## config.mk

```make
export PLATFORM = sky130hd
export DESIGN_NAME = char_lcd_text_cursor_sequencer
export DESIGN_NICKNAME = d
export VERILOG_FILES = /design/src/lcdts_pkg.sv /design/src/lcdts_datapath.sv /design/src/lcdts_ctrl.sv /design/src/char_lcd_text_cursor_sequencer.sv
export SDC_FILE = /design/constraint.sdc
export NUM_CORES = 1
export LEC_CHECK = 0
export BUFFER_PORTS_ARGS = -buffer_cell sky130_fd_sc_hd__buf_2
export CAP_MARGIN = 40
export CORE_UTILIZATION = 49
export CTS_BUF_LIST = sky130_fd_sc_hd__clkbuf_4 sky130_fd_sc_hd__clkbuf_8 sky130_fd_sc_hd__clkbuf_16
export DETAILED_ROUTE_END_ITERATION = 12
export PLACE_DENSITY_LB_ADDON = 0.08
export SLEW_MARGIN = 20
export SYNTH_ARGS = -nofsm -noshare
export SYNTH_HDL_FRONTEND = slang
export SYNTH_SLANG_ARGS = --single-unit
```

## constraint.sdc

```tcl
create_clock -name clk -period 6.39 [get_ports clk]
set_clock_uncertainty 0.15 [all_clocks]
set_input_delay 1.278 -clock clk [delete_from_list [all_inputs] [get_ports clk]]
set_output_delay 1.278 -clock clk [all_outputs]
set_load 0.1 [all_outputs]
```

## src/lcdts_pkg.sv

```systemverilog
// ----------------------------------------------------------------------------
// lcdts_pkg
// Shared constants, datapath operation codes and the command and status
// words between the controller and the datapath of the LCD text sequencer.
// ----------------------------------------------------------------------------
package lcdts_pkg;

	localparam int COLUMNS_DEF = 16;
	localparam int MAX_RESULTS = 32;

	// display instructions
	localparam logic [7:0] CMD_ROW0_HOME = 8'h80;
	localparam logic [7:0] CMD_ROW1_HOME = 8'hC0;
	localparam logic [7:0] CMD_LEFT      = 8'h10;
	localparam logic [7:0] CMD_RIGHT     = 8'h14;
	localparam logic [7:0] CMD_CLEAR     = 8'h01;
	localparam logic [7:0] CMD_HOME      = 8'h02;

	// text control characters
	localparam logic [7:0] CHR_CR    = 8'h0D;
	localparam logic [7:0] CHR_LF    = 8'h0A;
	localparam logic [7:0] CHR_BS    = 8'h08;
	localparam logic [7:0] CHR_FF    = 8'h0C;
	localparam logic [7:0] CHR_SPACE = 8'h20;

	// one datapath operation emits at most one word
	typedef enum logic [3:0] {
		OP_NONE,
		OP_HOME_ROW,
		OP_JUMP_ROW,
		OP_RIGHT,
		OP_LEFT,
		OP_PRINT,
		OP_SPACE,
		OP_CLEAR,
		OP_RETURN
	} dp_op_t;

	typedef struct packed {
		dp_op_t op;
		logic   char_load;
		logic   prev_load;
		logic   outer_load;
		logic   outer_dec;
		logic   inner_load;
		logic   inner_dec;
		logic   flush;
	} dp_cmd_t;

	typedef struct packed {
		logic can_step;
		logic col_zero;
		logic col_full;
		logic row;
		logic prev_lf;
		logic prev_cr;
		logic outer_zero;
		logic inner_zero;
		logic is_cr;
		logic is_lf;
		logic is_bs;
		logic is_ff;
	} dp_status_t;

endpackage

```

## src/lcdts_datapath.sv

```systemverilog
// ----------------------------------------------------------------------------
// lcdts_datapath
// Cursor row and column, previous character, move counters, and the
// pending and output word registers that mark the last word of a run.
// ----------------------------------------------------------------------------
module lcdts_datapath import lcdts_pkg::*; #(
	parameter int COLUMNS = COLUMNS_DEF
) (
	input  logic       clk,
	input  logic       arst_n,
	input  logic [7:0] character,
	input  dp_cmd_t    cmd,
	output dp_status_t status,
	output logic       out_valid,
	input  logic       out_ready,
	output logic       is_data,
	output logic [7:0] code_byte,
	output logic       last
);

	localparam int COL_W = $clog2(COLUMNS + 1);
	localparam int CNT_W = $clog2(MAX_RESULTS + 1);
	localparam logic [COL_W-1:0] COL_MAX  = COL_W'(COLUMNS);
	localparam logic [COL_W-1:0] COL_LAST = COL_W'(COLUMNS - 1);
	localparam logic [CNT_W-1:0] CNT_MAX  = CNT_W'(MAX_RESULTS);

	logic [7:0]       char_q;
	logic [7:0]       prev_q;
	logic             row_q;
	logic [COL_W-1:0] col_q;
	logic [COL_W-1:0] outer_q;
	logic [COL_W-1:0] inner_q;
	logic [CNT_W-1:0] cnt_q;
	logic             pend_v_q;
	logic             pend_data_q;
	logic [7:0]       pend_code_q;
	logic             out_v_q;
	logic             out_data_q;
	logic [7:0]       out_code_q;
	logic             out_last_q;

	logic       em_v;
	logic       em_data;
	logic [7:0] em_code;
	logic       emit;
	logic       out_free;
	logic       push;

	always_comb begin
		em_v    = 1'b1;
		em_data = 1'b0;
		em_code = CMD_RIGHT;
		unique case (cmd.op)
			OP_NONE:     em_v = 1'b0;
			OP_HOME_ROW: em_code = row_q ? CMD_ROW1_HOME : CMD_ROW0_HOME;
			OP_JUMP_ROW: em_code = row_q ? CMD_ROW0_HOME : CMD_ROW1_HOME;
			OP_RIGHT:    em_code = CMD_RIGHT;
			OP_LEFT:     em_code = CMD_LEFT;
			OP_PRINT: begin
				em_data = 1'b1;
				em_code = char_q;
			end
			OP_SPACE: begin
				em_data = 1'b1;
				em_code = CHR_SPACE;
			end
			OP_CLEAR:    em_code = CMD_CLEAR;
			OP_RETURN:   em_code = CMD_HOME;
			default:     em_v = 1'b0;
		endcase
	end

	// words past the run limit are dropped, the cursor still follows
	assign emit     = em_v && (cnt_q != CNT_MAX);
	assign out_free = !out_v_q || out_ready;
	assign push     = pend_v_q && (emit || cmd.flush);

	always_ff @(posedge clk or negedge arst_n) begin
		if (!arst_n) begin
			row_q    <= 1'b0;
			col_q    <= '0;
			prev_q   <= '0;
			cnt_q    <= '0;
			pend_v_q <= 1'b0;
			out_v_q  <= 1'b0;
		end else begin
			if (cmd.prev_load)
				prev_q <= char_q;

			if (cmd.char_load)
				cnt_q <= '0;
			else if (emit)
				cnt_q <= cnt_q + CNT_W'(1);

			unique case (cmd.op)
				OP_HOME_ROW: col_q <= '0;
				OP_JUMP_ROW: begin
					row_q <= !row_q;
					col_q <= '0;
				end
				OP_RIGHT, OP_PRINT, OP_SPACE: col_q <= col_q + COL_W'(1);
				OP_LEFT:     col_q <= col_q - COL_W'(1);
				OP_RETURN: begin
					row_q <= 1'b0;
					col_q <= '0;
				end
				default: ;
			endcase

			if (out_v_q && out_ready)
				out_v_q <= 1'b0;
			if (push)
				out_v_q <= 1'b1;

			if (emit)
				pend_v_q <= 1'b1;
			else if (cmd.flush)
				pend_v_q <= 1'b0;
		end
	end

	always_ff @(posedge clk) begin
		if (cmd.char_load)
			char_q <= character;
		if (cmd.outer_load)
			outer_q <= COL_MAX;
		else if (cmd.outer_dec)
			outer_q <= outer_q - COL_W'(1);
		if (cmd.inner_load)
			inner_q <= COL_LAST;
		else if (cmd.inner_dec)
			inner_q <= inner_q - COL_W'(1);
		if (emit) begin
			pend_data_q <= em_data;
			pend_code_q <= em_code;
		end
		if (push) begin
			out_data_q <= pend_data_q;
			out_code_q <= pend_code_q;
			out_last_q <= cmd.flush;
		end
	end

	assign status.can_step   = !pend_v_q || out_free;
	assign status.col_zero   = (col_q == '0);
	assign status.col_full   = (col_q >= COL_MAX);
	assign status.row        = row_q;
	assign status.prev_lf    = (prev_q == CHR_LF);
	assign status.prev_cr    = (prev_q == CHR_CR);
	assign status.outer_zero = (outer_q == '0);
	assign status.inner_zero = (inner_q == '0);
	assign status.is_cr      = (char_q == CHR_CR);
	assign status.is_lf      = (char_q == CHR_LF);
	assign status.is_bs      = (char_q == CHR_BS);
	assign status.is_ff      = (char_q == CHR_FF);

	assign out_valid = out_v_q;
	assign is_data   = out_data_q;
	assign code_byte = out_code_q;
	assign last      = out_last_q;

endmodule

```

## src/lcdts_ctrl.sv

```systemverilog
// ----------------------------------------------------------------------------
// lcdts_ctrl
// Sequencer that expands one character into datapath operations:
// homing, row walks for newline, left moves with row jump, backspace,
// clear and printable output.
// ----------------------------------------------------------------------------
module lcdts_ctrl import lcdts_pkg::*; (
	input  logic       clk,
	input  logic       arst_n,
	input  logic       in_valid,
	output logic       in_ready,
	input  dp_status_t status,
	output dp_cmd_t    cmd
);

	typedef enum logic [2:0] {
		S_IDLE,
		S_DECODE,
		S_LF_LOOP,
		S_LEFT,
		S_WALK,
		S_PRINT,
		S_FF_HOME,
		S_FLUSH
	} state_t;

	state_t state_q, state_d;
	state_t ret_q, ret_d;
	logic   dir_right_q, dir_right_d;
	logic   bs_q, bs_d;

	assign in_ready = (state_q == S_IDLE);

	always_comb begin
		cmd         = '0;
		cmd.op      = OP_NONE;
		state_d     = state_q;
		ret_d       = ret_q;
		dir_right_d = dir_right_q;
		bs_d        = bs_q;
		unique case (state_q)
			S_IDLE: begin
				if (in_valid) begin
					cmd.char_load = 1'b1;
					state_d       = S_DECODE;
				end
			end
			S_DECODE: begin
				if (status.can_step) begin
					cmd.prev_load = 1'b1;
					bs_d          = status.is_bs;
					priority if (status.is_cr) begin
						if (!status.prev_lf)
							cmd.op = OP_HOME_ROW;
						state_d = S_FLUSH;
					end else if (status.is_lf) begin
						// CRLF and LFCR home only once
						if (!status.prev_cr)
							cmd.op = OP_HOME_ROW;
						dir_right_d    = !status.row;
						cmd.outer_load = 1'b1;
						state_d        = S_LF_LOOP;
					end else if (status.is_bs) begin
						ret_d   = S_PRINT;
						state_d = S_LEFT;
					end else if (status.is_ff) begin
						cmd.op  = OP_CLEAR;
						state_d = S_FF_HOME;
					end else begin
						state_d = S_PRINT;
					end
				end
			end
			S_LF_LOOP: begin
				if (status.can_step) begin
					if (dir_right_q) begin
						// a right move that fills the row jumps before the next one
						if (status.col_full)
							cmd.op = OP_JUMP_ROW;
						else if (status.outer_zero)
							state_d = S_FLUSH;
						else begin
							cmd.op        = OP_RIGHT;
							cmd.outer_dec = 1'b1;
						end
					end else begin
						if (status.outer_zero)
							state_d = S_FLUSH;
						else begin
							cmd.outer_dec = 1'b1;
							ret_d         = S_LF_LOOP;
							state_d       = S_LEFT;
						end
					end
				end
			end
			S_LEFT: begin
				if (status.can_step) begin
					if (status.col_zero) begin
						// left from column zero: other row, then walk to its last cell
						cmd.op         = OP_JUMP_ROW;
						cmd.inner_load = 1'b1;
						state_d        = S_WALK;
					end else begin
						cmd.op  = OP_LEFT;
						state_d = ret_q;
					end
				end
			end
			S_WALK: begin
				if (status.can_step) begin
					if (status.inner_zero)
						state_d = ret_q;
					else begin
						cmd.op        = OP_RIGHT;
						cmd.inner_dec = 1'b1;
					end
				end
			end
			S_PRINT: begin
				if (status.can_step) begin
					if (status.col_full)
						cmd.op = OP_JUMP_ROW;
					else if (bs_q) begin
						cmd.op  = OP_SPACE;
						ret_d   = S_FLUSH;
						state_d = S_LEFT;
					end else begin
						cmd.op  = OP_PRINT;
						state_d = S_FLUSH;
					end
				end
			end
			S_FF_HOME: begin
				if (status.can_step) begin
					cmd.op  = OP_RETURN;
					state_d = S_FLUSH;
				end
			end
			S_FLUSH: begin
				if (status.can_step) begin
					cmd.flush = 1'b1;
					state_d   = S_IDLE;
				end
			end
			default: state_d = S_IDLE;
		endcase
	end

	always_ff @(posedge clk or negedge arst_n) begin
		if (!arst_n) begin
			state_q     <= S_IDLE;
			ret_q       <= S_FLUSH;
			dir_right_q <= 1'b0;
			bs_q        <= 1'b0;
		end else begin
			state_q     <= state_d;
			ret_q       <= ret_d;
			dir_right_q <= dir_right_d;
			bs_q        <= bs_d;
		end
	end

endmodule

```

## src/char_lcd_text_cursor_sequencer.sv

```systemverilog
// ----------------------------------------------------------------------------
// char_lcd_text_cursor_sequencer
// Two-row character LCD text sequencer: each text character becomes a run
// of instruction and data words, tracking cursor row, column and the
// previous character.
// ----------------------------------------------------------------------------
// the first word of a run waits in the pending register and moves to the
//   output register when the next word is emitted or the run is flushed
// one character is handled at a time; a left move from column zero walks the
//   other row to its last cell, a newline on row 1 is made of left moves, and
//   the sequencer steps one move a cycle while the output can take words
// the next character is taken while the last word of a run still waits
// reset: asynchronous, cursor at row 0 column 0, previous character zero
module char_lcd_text_cursor_sequencer import lcdts_pkg::*; #(
	parameter int COLUMNS = COLUMNS_DEF
) (
	input  logic       clk,
	input  logic       arst_n,
	input  logic       in_valid,
	output logic       in_ready,
	input  logic [7:0] character,
	output logic       out_valid,
	input  logic       out_ready,
	output logic       is_data,
	output logic [7:0] code_byte,
	output logic       last
);

	dp_cmd_t    cmd;
	dp_status_t status;

	lcdts_ctrl u_ctrl (
		.clk      (clk),
		.arst_n   (arst_n),
		.in_valid (in_valid),
		.in_ready (in_ready),
		.status   (status),
		.cmd      (cmd)
	);

	lcdts_datapath #(
		.COLUMNS (COLUMNS)
	) u_datapath (
		.clk       (clk),
		.arst_n    (arst_n),
		.character (character),
		.cmd       (cmd),
		.status    (status),
		.out_valid (out_valid),
		.out_ready (out_ready),
		.is_data   (is_data),
		.code_byte (code_byte),
		.last      (last)
	);

endmodule
```

==> reports/qor.csv, run 1 <==
stage,metric,value,unit
critical_path,"Arr. time, crit path",4.52,ns
drt,Detailed Route Iter0 Violations,292,
sta,Tmin final,4.397,ns
job,Max-cap violations,0,
place,area of placed instances,3661,um2
place,GP Congestion,0.9617,
floorplan,width of the die,86.59,um
drt,Routed WL,7285,um
critical_path,CP max-delay cell,or4_1,
finish,Final Instance Area,3902,um2
global_routing,vias in the first global route,2585,
critical_path,cell mode on critical path,nand3_1,
clock_tree,CTS Sinks,66,
critical_path,Worst path max stage delay,0.70,ns
global_routing,global route overflow,0,
synthesis,Unique masters post-synth,65,
clock_tree,CTS root buf,clkbuf_8,
clock_tree,Clock Latency Late Sink,0.34,ns
critical_path,crit path cell chain,"buf_2, and3b_1, or4_1, nand3_1, nor2_1, nand3_1, inv_1, ha_1, nor2b_1, o21ai_0, a21oi_1, and3_1, a2111oi_4, o22a_1",
clock_tree,CTS clock-pin slew for the worst setup and hold paths,0.07,ns
drt,routed len/inst,16.12,um
finish,fin nets,373,
floorplan,Initial Util,51.04,%
place,Port Buf Inserts,23,
sta,Max-slew headroom,41.37,%
critical_path,"delay-heaviest family, CP",simple AND/OR/NAND/NOR gates,
global_routing,first-pass GRT wire length,12630,um
synthesis,Netlist Area Pre-Place,3506,um2
global_routing,GRT Resource Usage Total,22.37,%
drt,via count,2597,
sta,Fmax achieved,227.4,MHz
sta,Final setup viols,0,
drt,WL met2,3283,um
finish,fin cells,452,
sta,worst slew pin tran,0.8714,ns
synthesis,Yosys Warn Count,0,
drt,Remaining DRCs,0,
finish,layout cells sized above 1,16.57,%
drt,WL met1,3441,um
critical_path,critical path endpoint category,flip-flop,
synthesis,Mapped Cells,333,
global_routing,initial antenna violation count,0,
floorplan,die area,7497,um2
synthesis,syn nets,355,
synthesis,"FFs w/ async S/R, synth",43.94,%
critical_path,Worst Path Required,6.52,ns
outcome,status,finished clean,
critical_path,CP startpoint kind,primary input,
synthesis,"EDFF count, synth",27,
place,dpl cells,436,
clock_tree,cts hold-fix bufs,0,
clock_tree,postcts setup bufs,0,
synthesis,Synth Area per Inst,10.53,um2
floorplan,die height,86.59,um
floorplan,total core area,6869,um2
critical_path,CP Class,primary input to flip-flop,
critical_path,crit path buf inv count,2,
global_routing,largest net degree at the start of global routing,30,
worst_hold_path,Hold Crit Class,flip-flop to flip-flop,
sta,final cycle utilization of the critical path,68.81,%
floorplan,Rows,30,
finish,P&R area growth vs syn,11.31,%
synthesis,Yosys reg bits,66,
sta,RSZ-0062 raised after global routing,no,
clock_tree,H-tree lvl count,3,
clock_tree,Max Root-Sink Buffers,2,
sta,final setup TNS,0,ns
clock_tree,CTS tree,built,
finish,Antenna Cells,0,
sta,max-slew violation count,0,
synthesis,"Seq/Total Area, Yosys",49.61,%
sta,endpoints failing hold,0,
drt,Routed Antenna Nets,0,
drt,vias per cell,5.746,
floorplan,num ports,24,
drt,DR pass1 iterations,5,
drt,Top Metal Used,met4,
place,DP Wirelength,5266,um
clock_tree,"Gates resized, CTS repair",0,
critical_path,crit-path max FO,11,
synthesis,Main synth FF type,edfxtp_1,
drt,met3 wire len,421,um
clock_tree,CTS Buf Count,9,
through the flow:
step,worst slack [ns],util [%],hold WS [ns]
final,1.993,56.81,0.2687
after global routing,1.763,56.81,0.2742
after CTS,2.026,56.81,0.2703
after detailed placement,1.674,53.30,0.2545
after global placement,1.722,53.30,0.2533
after floorplan,1.370,-,0.2503
layer usage:
layer	vias up	track usage (%)
met5	-	0
met3	11	4.095
met1	1221	30.99
met4	0	10.30
met2	98	34.27
li1	1267	-
cells in the final DEF, fill, tap and decap left out, types with 6 or more instances in the layout:
cell type	instances
a21oi_1	17
buf_2	23
clkbuf_8	9
dfrtp_1	27
dfxtp_1	10
edfxtp_1	27
ha_1	9
inv_1	21
mux2_2	9
nand2_1	27
nand3_1	8
nor2_1	19
nor2b_1	6
nor3_1	6
nor4_1	7
o211ai_1	8
o21ai_0	15
xnor2_1	7
sequential cells by signal, summed over array words and instances, names as in the netlist:
signal / count
u_datapath.pend_code_q: 8
u_datapath.inner_q: 5
u_datapath.outer_q: 5
u_datapath.char_q: 8
u_datapath.code_byte: 8
u_datapath.row_q: 1
u_datapath.is_data: 1
u_datapath.out_valid: 1
u_ctrl.dir_right_q: 1
u_ctrl.state_q: 3
u_datapath.pend_data_q: 1
u_datapath.last: 1
u_datapath.pend_v_q: 1
u_datapath.col_q: 5
u_ctrl.ret_q: 2
u_ctrl.bs_q: 1
u_datapath.cnt_q: 6
u_datapath.prev_q: 8
final timing paths:
kind                                      startpoint                      end  slack [ns]  cells past startpoint
max                                        out_ready      u_datapath.col_q[4]        1.99                     14
min                        u_datapath.pend_code_q[3]  u_datapath.code_byte[3]        0.27                      0
max reg2reg                        u_ctrl.state_q[1]      u_datapath.col_q[4]        2.29                     13
min reg2reg                u_datapath.pend_code_q[3]  u_datapath.code_byte[3]        0.27                      0
max in group asynchronous                     arst_n      u_datapath.col_q[0]        4.81                      1
min in group asynchronous                     arst_n        u_ctrl.state_q[2]        0.82                      1
synth_stat cells (6+ instances only):
cell type | n | area share (%)
a21oi_1 | 17 | 2.4
ha_1 | 9 | 3.2
nor2b_1 | 6 | 1.1
nor4_1 | 7 | 1.2
nand3_1 | 8 | 1.1
xnor2_1 | 7 | 1.7
edfxtp_1 | 27 | 23
clkbuf_1 | 9 | 0.96
nand2_1 | 27 | 2.9
o21ai_0 | 15 | 2.1
nor3_1 | 6 | 0.86
dfrtp_1 | 27 | 19
nor2_1 | 19 | 2.0
mux2_2 | 9 | 2.9
dfxtp_1 | 10 | 5.7
inv_1 | 21 | 2.2
o211ai_1 | 8 | 1.7
kinds of logic after synthesis:
family / after synthesis / share of synthesized area [%]
AND/OR/NAND/NOR: 116 / 18.77
AO/OA/AOI/OAI: 78 / 15.92
flip-flops: 66 / 49.61
buffers and inverters: 37 / 4.532
multiplexers: 15 / 4.640
XOR/XNOR: 11 / 2.748
adder cells (fa/ha/maj): 10 / 3.783
area by class of cell:
type / instances / area (um2)
repair buffers: 23 / 115.1
clock inverters: 5 / 102.6
flip-flops and latches: 66 / 1739
fillers: 601 / 2967
well taps: 96 / 120.1
multi-input cells: 230 / 1608
inverters: 21 / 78.83
clock buffers: 11 / 138.9
Power of run 1 is not shown: default switching activity piles up to over one toggle a cycle in this logic, so the estimate is an artifact.
==> run 2: changes to the inputs <==
==> constraint.sdc (replaced) <==
create_clock -name clk -period 4.4 [get_ports clk]
set_clock_uncertainty 0.15 [all_clocks]
set_input_delay 0.88 -clock clk [delete_from_list [all_inputs] [get_ports clk]]
set_output_delay 0.88 -clock clk [all_outputs]
set_load 0.1 [all_outputs]
==> reports/qor.csv, run 2 (synthesis gave the netlist of run 1 again) <==
stage,metric,value,unit,change
clock_tree,Max Root-Sink Buffers,2,,unchanged
clock_tree,"Gates resized, CTS repair",0,,unchanged
finish,Antenna Cells,0,,unchanged
clock_tree,CTS Sinks,66,,unchanged
job,Max-cap violations,0,,unchanged
critical_path,Worst Path Required,4.53,ns,-1.99 ns
clock_tree,H-tree lvl count,3,,unchanged
clock_tree,CTS Buf Count,9,,unchanged
sta,worst slew pin tran,0.7741,ns,-0.09732 ns
critical_path,"Arr. time, crit path",4.05,ns,-0.47 ns
floorplan,Initial Util,51.04,%,unchanged
sta,final cycle utilization of the critical path,89.21,%,
floorplan,num ports,24,,unchanged
clock_tree,CTS tree,built,,
drt,via count,2623,,+1.0%
clock_tree,CTS root buf,clkbuf_8,,
global_routing,initial antenna violation count,0,,unchanged
drt,Routed Antenna Nets,0,,unchanged
drt,Remaining DRCs,0,,unchanged
finish,"commonest cells after routing, fill and taps aside","nand2_1, dfrtp_1, edfxtp_1",,
sta,RSZ-0062 raised after global routing,no,,
critical_path,Worst path max stage delay,0.64,ns,-0.06 ns
sta,endpoints failing hold,0,,unchanged
sta,Tmin final,3.925,ns,
floorplan,die height,86.59,um,unchanged
critical_path,crit path cell chain,"inv_1, ha_1, nor4b_1, or4_1, nand3_1, nor2_1, nand3_1, inv_1, ha_1, nor2b_1, o21ai_0, a21oi_1, and3_1, a2111oi_4, o22a_1",,
global_routing,largest net degree at the start of global routing,30,,unchanged
drt,routed len/inst,15.78,um,-2.1%
sta,Max-slew headroom,47.67,%,+6.3 points
worst_hold_path,Hold Crit Class,flip-flop to flip-flop,,
clock_tree,Clock Latency Late Sink,0.34,ns,about the same
critical_path,CP max-delay cell,nor4b_1,,
place,DP Wirelength,5361,um,+1.8%
critical_path,CP startpoint kind,flip-flop,,
finish,fill cell count,607,,+1.0%
floorplan,total core area,6869,um2,unchanged
floorplan,die area,7497,um2,unchanged
drt,DR pass1 iterations,4,,-1
clock_tree,CTS clock-pin slew for the worst setup and hold paths,0.07,ns,about the same
clock_tree,postcts setup bufs,0,,unchanged
place,GP Congestion,0.9467,,-1.6%
finish,layout cells sized above 1,17.91,%,+1.3 points
floorplan,Rows,30,,unchanged
clock_tree,cts hold-fix bufs,0,,unchanged
global_routing,vias in the first global route,2463,,-4.7%
global_routing,GRT Resource Usage Total,20.97,%,-1.4 points
finish,area taken by multi-input logic gates,1613,um2,+0.31%
sta,final setup TNS,0,ns,unchanged
drt,Routed WL,7241,um,-0.60%
finish,"Core Util, Final",56.43,%,-0.38 points
finish,P&R area growth vs syn,10.56,%,
finish,fin nets,380,,+1.9%
drt,Detailed Route Iter0 Violations,290,,-0.68%
critical_path,critical path endpoint category,flip-flop,,
place,Port Buf Inserts,23,,unchanged
drt,vias per cell,5.715,,-0.54%
finish,FF/Latch Area,1739,um2,unchanged
sta,Final setup viols,0,,unchanged
critical_path,CP Class,flip-flop to flip-flop,,
sta,max-slew violation count,0,,unchanged
critical_path,crit-path max FO,4,,-7
floorplan,width of the die,86.59,um,unchanged
global_routing,global route overflow,0,,unchanged
outcome,status,finished clean,,
global_routing,first-pass GRT wire length,11850,um,-6.1%
sta,Fmax achieved,254.8,MHz,
[run 2: changes by cell type in the layout (fill, tap and decap cells not counted), sizes merged]
cell      previous run  this run
buf                 23        29
bufinv               3         0
clkbuf              11        10
clkinv               2         5
clkinvlp             0         2
[run 2: cell type report]
| cell class | count | area share (%) |
|---|---|---|
| clock buffer | 9 | 3.196 |
| clock inverter | 7 | 0.9361 |
| inverter | 21 | 2.034 |
| multi-input combinational | 230 | 41.61 |
| sequential | 66 | 44.87 |
| tap | 96 | 3.099 |
| timing repair buffer | 30 | 4.261 |
[run 2: critical path, delay by kind of cell (launching register included)]
| family | cells | cell delay, ns |
|---|---|---|
| compound gates | 4 | 0.87 |
| fa+ha+maj | 2 | 0.44 |
| buf+inv | 2 | 0.27 |
| flops | 1 | 0.31 |
| simple gates | 7 | 1.83 |
[run 2: metrics by stage]
stage | setup slack [ns] | area [um2] | hold WS [ns] | instances
global route | 0.2351 | 3876 | 0.2741 | 459
global placement | 0.3551 | 3711 | 0.2524 | 442
CTS | 0.5107 | 3871 | 0.2688 | 458
detailed placement | 0.2999 | 3711 | 0.2545 | 442
finish | 0.4749 | 3876 | 0.2673 | 459
floorplan | 0.2998 | 3511 | 0.2503 | 333
[run 2: routing by layer]
metal / vias to the layer above / track usage (%) / part of all wire (%)
li1: 1282 / - / -
met4: 0 / 9.545 / 2.3
met3: 15 / 3.810 / 5.0
met1: 1255 / 28.61 / 48
met2: 71 / 32.68 / 45
met5: - / 0 / 0
[run 2: final timing paths]
check                                          start                 endpoint  slack [ns]  cells past startpoint
max                            u_datapath.inner_q[0]      u_datapath.col_q[4]        0.47                     15
min                        u_datapath.pend_code_q[3]  u_datapath.code_byte[3]        0.27                      0
max reg2reg                    u_datapath.inner_q[0]      u_datapath.col_q[4]        0.47                     15
min reg2reg                u_datapath.pend_code_q[3]  u_datapath.code_byte[3]        0.27                      0
max in group asynchronous                     arst_n        u_ctrl.state_q[1]        3.22                      1
min in group asynchronous                     arst_n      u_datapath.cnt_q[5]        0.42                      1
Power of run 2 is left out for the same reason.
